$ cat src/rtl/core/ttm_pkg.sv
// Shared constants, types and control structs of the thruster tracking monitor.
`timescale 1ns / 1ps

package ttm_pkg;

    localparam int NUM_THR = 8;
    localparam int THR_W   = 3;
    localparam int DEPTH   = 64;
    localparam int IDX_W   = 6;
    localparam int FILL_W  = 7;
    localparam int TIME_W  = 48;
    localparam int SPD_W   = 16;
    localparam int ENT_W   = SPD_W + TIME_W;
    localparam int ADDR_W  = THR_W + IDX_W;
    localparam int SUM_W   = 23;
    localparam int DIV_W   = 32;
    localparam int DVS_W   = 16;
    localparam int CNT_W   = 6;
    localparam int CFG_IDX_W = 3;
    localparam int CFG_W     = 32;

    localparam logic [CFG_IDX_W-1:0] CFG_DEAD_ZONE  = 3'd0;
    localparam logic [CFG_IDX_W-1:0] CFG_TOLERANCE  = 3'd1;
    localparam logic [CFG_IDX_W-1:0] CFG_WINDOW     = 3'd2;
    localparam logic [CFG_IDX_W-1:0] CFG_ERR_FILTER = 3'd3;
    localparam logic [CFG_IDX_W-1:0] CFG_CMD_TMO    = 3'd4;
    localparam logic [CFG_IDX_W-1:0] CFG_SAMP_THR   = 3'd5;

    typedef enum logic [1:0] {
        RD_NEWEST,
        RD_OLDEST,
        RD_SUM
    } rd_sel_t;

    typedef enum logic [1:0] {
        DIV_CMD,
        DIV_STS,
        DIV_ERR
    } div_sel_t;

    typedef struct packed {
        logic     latch;
        logic     store_cmd;
        logic     push;
        logic     take_cur;
        logic     set_ns_first;
        logic     evict;
        logic     sum_clr;
        logic     sum_acc;
        logic     div_start;
        logic     div_take;
        logic     classify;
        logic     finish;
        div_sel_t div_sel;
        rd_sel_t  rd_sel;
    } dp_cmd_t;

    typedef struct packed {
        logic th_ok;
        logic new_status;
        logic stime_zero;
        logic any_empty;
        logic ns_zero;
        logic evict_more;
        logic below_thr;
        logic sum_last;
        logic div_done;
        logic need_div;
        logic out_full;
    } dp_sts_t;

endpackage

$ cat src/rtl/core/ttm_ctrl.sv
// Controller: sequences one item through push, eviction, sums and divisions.
`timescale 1ns / 1ps

module ttm_ctrl (
    input  logic             clk,
    input  logic             rst_n,
    input  logic             in_valid,
    output logic             in_ready,
    input  ttm_pkg::dp_sts_t sts,
    output ttm_pkg::dp_cmd_t cmd
);
    import ttm_pkg::*;

    typedef enum logic [4:0] {
        S_IDLE, S_CMD, S_PUSH, S_NEW0, S_NEW1, S_FIRST, S_EV_RD, S_EV_CHK,
        S_THR, S_SUM_RD, S_SUM_ACC, S_DIV_C, S_DIV_CW, S_DIV_S, S_DIV_SW,
        S_CLASS, S_DIV_E, S_DIV_EW, S_FIN
    } state_t;

    state_t state_reg, state_next;
    logic   in_ready_reg;

    always_comb
    begin
        state_next = state_reg;
        cmd        = '0;
        cmd.rd_sel  = RD_NEWEST;
        cmd.div_sel = DIV_CMD;
        case (state_reg)
            S_IDLE:
            begin
                cmd.latch = in_valid;
                if (in_valid)
                    state_next = S_CMD;
            end
            S_CMD:
            begin
                cmd.store_cmd = 1'b1;
                if (!sts.th_ok)
                    state_next = S_IDLE;
                else if (!sts.new_status)
                    state_next = S_NEW0;
                else if (sts.stime_zero)
                    state_next = S_IDLE;
                else
                    state_next = S_PUSH;
            end
            S_PUSH:
            begin
                cmd.push   = 1'b1;
                state_next = S_NEW0;
            end
            S_NEW0:
                state_next = sts.any_empty ? S_IDLE : S_NEW1;
            S_NEW1:
            begin
                cmd.take_cur = 1'b1;
                state_next   = S_FIRST;
            end
            S_FIRST:
            begin
                cmd.set_ns_first = sts.ns_zero;
                state_next = sts.ns_zero ? S_IDLE : S_EV_RD;
            end
            S_EV_RD:
            begin
                cmd.rd_sel = RD_OLDEST;
                state_next = S_EV_CHK;
            end
            S_EV_CHK:
            begin
                cmd.evict  = 1'b1;
                state_next = sts.evict_more ? S_EV_RD : S_THR;
            end
            S_THR:
            begin
                cmd.sum_clr = !sts.below_thr;
                state_next  = sts.below_thr ? S_IDLE : S_SUM_RD;
            end
            S_SUM_RD:
            begin
                cmd.rd_sel = RD_SUM;
                state_next = S_SUM_ACC;
            end
            S_SUM_ACC:
            begin
                cmd.sum_acc = 1'b1;
                state_next  = sts.sum_last ? S_DIV_C : S_SUM_RD;
            end
            S_DIV_C:
            begin
                cmd.div_start = 1'b1;
                state_next    = S_DIV_CW;
            end
            S_DIV_CW:
            begin
                cmd.div_take = sts.div_done;
                if (sts.div_done)
                    state_next = S_DIV_S;
            end
            S_DIV_S:
            begin
                cmd.div_sel   = DIV_STS;
                cmd.div_start = 1'b1;
                state_next    = S_DIV_SW;
            end
            S_DIV_SW:
            begin
                cmd.div_sel  = DIV_STS;
                cmd.div_take = sts.div_done;
                if (sts.div_done)
                    state_next = S_CLASS;
            end
            S_CLASS:
            begin
                cmd.classify = 1'b1;
                state_next   = sts.need_div ? S_DIV_E : S_FIN;
            end
            S_DIV_E:
            begin
                cmd.div_sel   = DIV_ERR;
                cmd.div_start = 1'b1;
                state_next    = S_DIV_EW;
            end
            S_DIV_EW:
            begin
                cmd.div_sel  = DIV_ERR;
                cmd.div_take = sts.div_done;
                if (sts.div_done)
                    state_next = S_FIN;
            end
            S_FIN:
            begin
                cmd.finish = !sts.out_full;
                if (!sts.out_full)
                    state_next = S_IDLE;
            end
            default:
                state_next = S_IDLE;
        endcase
    end

    always_ff @(posedge clk or negedge rst_n)
    begin
        if (!rst_n)
        begin
            state_reg    <= S_IDLE;
            in_ready_reg <= 1'b1;
        end
        else
        begin
            state_reg    <= state_next;
            in_ready_reg <= (state_next == S_IDLE);
        end
    end

    assign in_ready = in_ready_reg;

endmodule

$ cat config.mk
export PLATFORM = sky130hd
export DESIGN_NAME = ttm_ctrl
export DESIGN_NICKNAME = d
export VERILOG_FILES = /design/src/rtl/core/ttm_pkg.sv /design/src/rtl/core/ttm_ctrl.sv
export SDC_FILE = /design/constraint.sdc
export NUM_CORES = 1
export LEC_CHECK = 0
export BUFFER_PORTS_ARGS = -buffer_cell sky130_fd_sc_hd__buf_4
export CORE_UTILIZATION = 48
export DETAILED_ROUTE_END_ITERATION = 12
export PLACE_DENSITY = 0.82
export SETUP_SLACK_MARGIN = 0.1
export SKIP_LAST_GASP = 1
export SLEW_MARGIN = 20
export SYNTH_ARGS = -nofsm -noshare
export SYNTH_HDL_FRONTEND = slang
export SYNTH_SLANG_ARGS = --single-unit
$ cat constraint.sdc
create_clock -name clk -period 5.7 [get_ports clk]
set_clock_uncertainty 0.2 [all_clocks]
set_input_delay 0.855 -clock clk [delete_from_list [all_inputs] [get_ports clk]]
set_output_delay 0.855 -clock clk [all_outputs]
set_load 0.02 [all_outputs]
==> impl_metrics.csv, run 1 <==
group,metric,value,unit
yosys,netlist.area_leader.share,19.05,%
placed_design,portBuffers,30,
yosys,synthXorXnorAreaFrac,1.333,%
placed_design,dp_hpwl,1372,um
route,firstDrtPassIters,5,
floorplanning,num_io_pins,31,
setup_path,path_max_fanout,14,
global_routing,grt_pass1_wl,2884,um
min_path,hp-class,"in2async",
setup_path,critPathRequiredTime,4.64,ns
route,wl,1794,um
setup_path,critPathCaptureType,"primary output",
layout,area_growth_syn_to_layout,35.62,%
yosys,synth_area_per_cell,7.381,sq um
yosys,async_reset_ff_share,100.0,%
global_routing,grt.total_usage,28.02,%
clocking,cts.sinks,6,
floorplanning,rows,12,
pwr,power_density,435.2,nW/um^2
timing,setup_viol,0,
layout,drive_gt1_share,33.05,%
floorplanning,initial_utilization,55.38,%
yosys,synth_top_area_cell,"dfrtp_1",
yosys,ys_seq_area_share,23.05,%
yosys,synth-compound-area-share,23.62,%
setup_path,criticalPathCategory,"reg2out",
placed_design,gp_congestion,0.7791,
floorplanning,die_h,39.00,um
pwr,peakVddDrop,0.3421,mV
timing,period_needed,2.794,ns
route,vias_per_cell,5.856,
setup_path,arrival,1.74,ns
layout,n_fill_cell,97,
timing,setup_tns,0,ns
layout,fin_cells,132,
pwr,leakagePower,0.4441,nW
yosys,synth_mux_area_share,1.524,%
yosys,synth_nets,103,
yosys,synthDistinctLibCells,35,
yosys,yosys.area_share.simple,42.86,%
clocking,clk_latency,0.25,ns
floorplanning,die-area,1521,sq um
clocking,postCtsHoldBufs,0,
layout,largest_reg_flops,5,
clocking,root_buffer,"clkbuf_4",
global_routing,antenna_found_initial,0,
yosys,ys_ff_latch,6,
route,drc,0,
setup_path,worstSetupStartpointType,"register",
setup_path,path_buf_inv,1,
route,vias,773,
timing,rsz0062_at_grt,"no",
yosys,synthTopCellsByArea,"dfrtp_1 19%, nor2_1 8.6%, nand2_1 5.7%",
run,maxCapViolCount,0,
yosys,syn_area,656.9,sq um
layout,antennaDiodeCount,0,
yosys,yosysWarnings,0,
yosys,synth_edf_count,0,
global_routing,grt_pass1_vias,694,
clocking,cts_buffers,3,
timing,tightest_slew,0.5093,ns
floorplanning,fp.dieW,39.00,um
timing,fin_crit_sh,49.02,%
setup_path,path_delay_family,"flip-flops",
yosys,yosys.area_share.adder,0,%
route,drt-initial-drc-count,31,
clocking,htree_levels,1,
timing,hold_viol,0,
route,wl_per_cell,13.59,um
clocking,cts_tree,"yes",
clocking,post-cts-setup-buffer-count,0,
placed_design,dp_cells,128,
clocking,clk_path_buf_depth,2,
clocking,ctsResizeCount,0,
floorplanning,coreArea,1186,sq um
timing,fmax,357.9,MHz
timing,slew_violations,0,
setup_path,critPathSlowestCell,"dfrtp_1",
clocking,cts.clk_slew.worst_paths,0.05,ns
route,postRouteAntennaNets,0,
yosys,synthCells,89,
yosys,synth_top_family_by_area,"simple AND/OR/NAND/NOR gates",
layout,nets,133,
setup_path,critical-path-max-stage-delay,0.57,ns
status,status,"finished clean",
setup_path,cp_cell_sequence,"nor3b_1, mux2i_1, o22ai_1, buf_4",
global_routing,grt_max_degree,17,
yosys,synth_flop_cell,"dfrtp_1",
timing,maxSlewHeadroom,66.05,%
global_routing,overflow,0,
-- kinds of logic (layout without fill, tap and decap cells) --
kind of cell	after synthesis	in the layout
muxes	1	1
AOI/OAI and AO/OA	20	20
xor gates and xnor gates	1	1
and+or+nand+nor	52	52
buffers and inverters	9	38
DFF	6	6
-- path summary, 6_finish.rpt --
| check | cells past startpoint | slack, ns | end | startpoint |
|---|---|---|---|---|
| min in group clk | 2 | 0.68 | state_reg[1] | state_reg[4] |
| hold reg to reg | 2 | 0.68 | state_reg[1] | state_reg[4] |
| hold / removal | 1 | 0.19 | state_reg[4] | rst_n |
| setup / recovery | 4 | 2.91 | cmd[7] | state_reg[4] |
| setup reg to reg | 5 | 3.46 | in_ready | state_reg[1] |
| max in group asynchronous | 1 | 4.90 | in_ready | rst_n |
-- worst register-to-register path, stage by stage (launching register included) --
cell and delay (ns):
dfrtp_1 0.65, nand2b_1 0.23, a2bb2oi_1 0.19, o32ai_1 0.11, or4_4 0.45, a2111oi_4 0.32
-- power by group --
group / switching, mW / leakage [nW] / internal (mW) / total (mW)
Sequential: 0.0420 / 0.0767 / 0.0609 / 0.103
Combinational: 0.126 / 0.352 / 0.114 / 0.240
Clock: 0.0179 / 0.0150 / 0.0267 / 0.0445
Total: 0.186 / 0.444 / 0.202 / 0.388
-- cell usage after synthesis (4+ instances only) --
library cell,n
nand2_1,10
nand3_1,4
inv_1,4
nand2b_1,4
nor2b_1,4
o21ai_0,4
a21oi_1,6
nor2_1,15
dfrtp_1,5
-- layer usage --
metal  wire length, um  track usage [%]  vias up
met5                 0                0        -
met4                54            15.52        0
li1                  -                -      373
met1               728            33.57      354
met3               108            5.780        6
met2               902            45.83       40
-- metrics by stage --
step	area (sq um)	hold slack, ns	setup slack, ns	utilization (%)	power (mW)
2_1_floorplan	656.9	0.3594	3.265	-	0.2825
3_3_place_gp	864.6	0.4621	3.231	72.89	0.3392
3_5_place_dp	864.6	0.4649	3.192	72.89	0.3432
4_1_cts	890.9	0.1967	2.917	75.11	0.3894
5_1_grt	890.9	0.1893	2.743	75.11	0.4177
6_report	890.9	0.1940	2.906	75.11	0.3877
-- layout make-up --
type	instances	area, sq um	share of cell area (%)
multi-input cells	74	455.4	51.12
repair buffers	30	225.2	25.28
flip-flops and latches	6	151.4	16.99
clock buffers	4	26.28	2.949
well taps	14	17.52	1.966
inverters	4	15.01	1.685
-- layout by cell type, fill, tap and decap left out, drive strengths merged, types with 2 or more instances in the layout --
cell	instances
a21oi	6
a2bb2oi	2
and2	2
and3	2
and3b	2
buf	30
clkbuf	4
dfrtp	5
inv	4
nand2	10
nand2b	4
nand3	4
nor2	15
nor2b	5
nor3	2
nor3b	2
o21ai	4
or4	2
No activity file was read; power rests on OpenSTA's default activity.
==> run 2: changes to the inputs <==
ABC_AREA = 1   (was not set)
CORE_UTILIZATION = 44   (was 48)
PLACE_DENSITY = 0.77   (was 0.82)
clock period = 2.9 ns   (was 5.7 ns; I/O delays follow)
==> impl_metrics.csv, run 2 <==
group,metric,value,unit
pwr,peakVddDrop,0.5584,mV
layout,drive_gt1_share,34.00,%
floorplanning,fp.dieW,40.05,um
pwr,switchingPower,383.8,uW
setup_path,critPathLaunch,"state_reg[0]",
global_routing,grt_pass1_vias,682,
route,drc,0,
clocking,root_buffer,"clkbuf_4",
floorplanning,die-area,1604,sq um
global_routing,antenna_found_initial,0,
yosys,synthDistinctLibCells,19,
yosys,async_reset_ff_share,100.0,%
setup_path,r2r-start,"state_reg[3]",
setup_path,path_buf_inv,2,
global_routing,grt_max_degree,10,
setup_path,cp_cell_sequence,"inv_2, nand2_2, nor2_1, nand2_1, nand2_1, nand2_1, nand2_1, buf_4",
timing,maxSlewHeadroom,71.47,%
setup_path,crit_path_end,"cmd[6]",
global_routing,overflow,0,
route,postRouteAntennaNets,0,
setup_path,critPathSlowestCell,"dfrtp_1",
clocking,post-cts-setup-buffer-count,0,
clocking,clk_path_buf_depth,2,
floorplanning,rows,13,
layout,largest_reg_flops,5,
layout,n_fill_cell,129,
timing,hold_viol,0,
yosys,synth_nets,130,
yosys,yosysWarnings,0,
layout,fin_cells,165,
clocking,cts_buffers,3,
timing,fmax,451.3,MHz
route,wl_per_cell,10.95,um
pwr,p_int,336.9,uW
status,status,"finished clean",
layout,nets,165,
yosys,synthCells,116,
pwr,leakagePower,0.6183,nW
yosys,ys_ff_latch,6,
timing,tightest_slew,0.4264,ns
yosys,yosys-top-cells-count,"23 x nand2_1, 23 x nor2_1, 19 x inv_1",
route,drt-initial-drc-count,22,
timing,setup_tns,0,ns
global_routing,grt_pass1_wl,2725,um
timing,rsz0062_at_grt,"no",
setup_path,criticalPathCategory,"reg2out",
yosys,synth_top_area_cell,"dfrtp_1",
pwr,p_clk_share,11.0,%
setup_path,worstSetupStartpointType,"register",
setup_path,crit_cells,8,
timing,setup_viol,0,
layout,final-seq-area,151.4,sq um
pwr,power_density,792.3,nW/um^2
floorplanning,initial_utilization,48.34,%
setup_path,critPathCaptureType,"primary output",
pwr,swShare,53.25,%
placed_design,gp_congestion,0.8686,
placed_design,dp_hpwl,1538,um
clocking,cts.clk_slew.worst_paths,0.05,ns
layout,area_growth_syn_to_layout,42.83,%
yosys,syn_area,636.9,sq um
pwr,pwr-share-comb,65.5,%
clocking,cts.sinks,6,
yosys,ys_seq_area_share,23.77,%
min_path,hp-class,"in2async",
route,vias,818,
placed_design,dp_cells,160,
setup_path,critical-path-max-stage-delay,0.44,ns
setup_path,path_max_fanout,5,
run,maxCapViolCount,0,
yosys,synthTopCellsByArea,"dfrtp_1 20%, nand2_1 14%, nor2_1 14%",
route,firstDrtPassIters,4,
setup_path,r2r_end,"in_ready",
timing,slew_violations,0,
setup_path,ff2ff_setup_slack,1.17,ns
floorplanning,num_io_pins,31,
layout,final_cell_mix,"30 x buf_4, 23 x nor2_1, 23 x nand2_1",
layout,multiInputGateArea,372.9,sq um
clocking,htree_levels,1,
route,vias_per_cell,4.958,
setup_path,critPathRequiredTime,2.27,ns
setup_path,path_delay_family,"simple AND/OR/NAND/NOR gates",
route,wl,1807,um
clocking,clk_latency,0.24,ns
global_routing,grt.total_usage,25.40,%
floorplanning,die_h,40.05,um
yosys,synth_flop_cell,"dfrtp_1",
setup_path,reg2regPathDepth,8,
yosys,synth_area_per_cell,5.490,sq um
placed_design,portBuffers,30,
timing,fin_crit_sh,76.41,%
pwr,p_seq_share,23.5,%
yosys,netlist.area_leader.share,19.65,%
yosys,synth_edf_count,0,
clocking,cts_tree,"yes",
floorplanning,coreArea,1318,sq um
setup_path,arrival,1.58,ns
layout,layout_commonest_cell,"buf_4",
layout,antennaDiodeCount,0,
timing,period_needed,2.216,ns
setup_path,path_common_cell,"nand2_1",
## run 2: changes by cell type after synthesis, sizes merged, moves of 3 or more
cell    change
nand2      +18
nand2b      -4
nor2       +11
nand3       +8
a21oi       -3
nor3        +3
buf         -3
inv        +23
nor2b       -5
## run 2: cells by family (layout without fill, tap and decap cells)
family / count (synthesis) / after routing / synth area share [%]
simple gates: 75 / 75 / 53.44
buf+inv: 29 / 63 / 17.68
compound gates: 6 / 6 / 5.108
flops: 6 / 6 / 23.77
## run 2: power groups by stage
stage                     Clock, mW  Sequential (mW)  Combinational [mW]
final                        0.0795            0.169               0.472
after floorplan                   0            0.168               0.315
after global routing         0.0858            0.172               0.524
after global placement            0            0.168               0.464
after detailed placement          0            0.169               0.470
after CTS                    0.0821            0.168               0.473
## run 2: how the worst min path moves through the flow
stage | from | to | slack, ns | cells after the start
after floorplan | rst_n | state_reg[0] | -0.06 | 0
after global placement | rst_n | state_reg[3] | 0.04 | 1
after detailed placement | rst_n | state_reg[3] | 0.05 | 1
after CTS | rst_n | state_reg[4] | 0.33 | 2
after global routing | rst_n | state_reg[4] | 0.37 | 2
final | rst_n | state_reg[4] | 0.33 | 2
## run 2: routing by layer
layer / track usage (%) / vias up / share of wire, %
li1: - / 423 / -
met1: 32.21 / 358 / 42
met2: 45.97 / 37 / 50
met3: 0.5556 / 0 / 8.0
met4: 7.759 / 0 / 0
met5: 0 / - / 0
## run 2: area by class of cell
cell class	count	area share, %
timing repair buffer	31	25.86
multi-input combinational	81	40.99
inverter	28	11.55
sequential	6	16.64
tap	15	2.063
clock buffer	4	2.889
## run 2: repair_timing
item,in CTS,in global routing
hold buffers,1,0
gates resized for setup,0,0
hold endpoints to repair,6,0
## run 2: per-stage QoR
stage / area [sq um] / worst slack (ns) / util (%) / power (mW) / hold slack [ns]
floorplan: 636.9 / 0.9452 / - / 0.4835 / -0.06059
global placement: 873.3 / 0.9572 / 66.29 / 0.6321 / 0.04407
detailed placement: 873.3 / 0.9571 / 66.29 / 0.6385 / 0.04528
CTS: 909.6 / 0.6902 / 69.04 / 0.7227 / 0.3298
global route: 909.6 / 0.5641 / 69.04 / 0.7819 / 0.3657
finish: 909.6 / 0.6842 / 69.04 / 0.7207 / 0.3349
## run 2: worst reg2reg max path: cells and delay by family, from the launching register on
family | cells | cell delay (ns)
and+or+nand+nor | 7 | 0.93
DFF | 1 | 0.43
buffers and inverters | 1 | 0.10
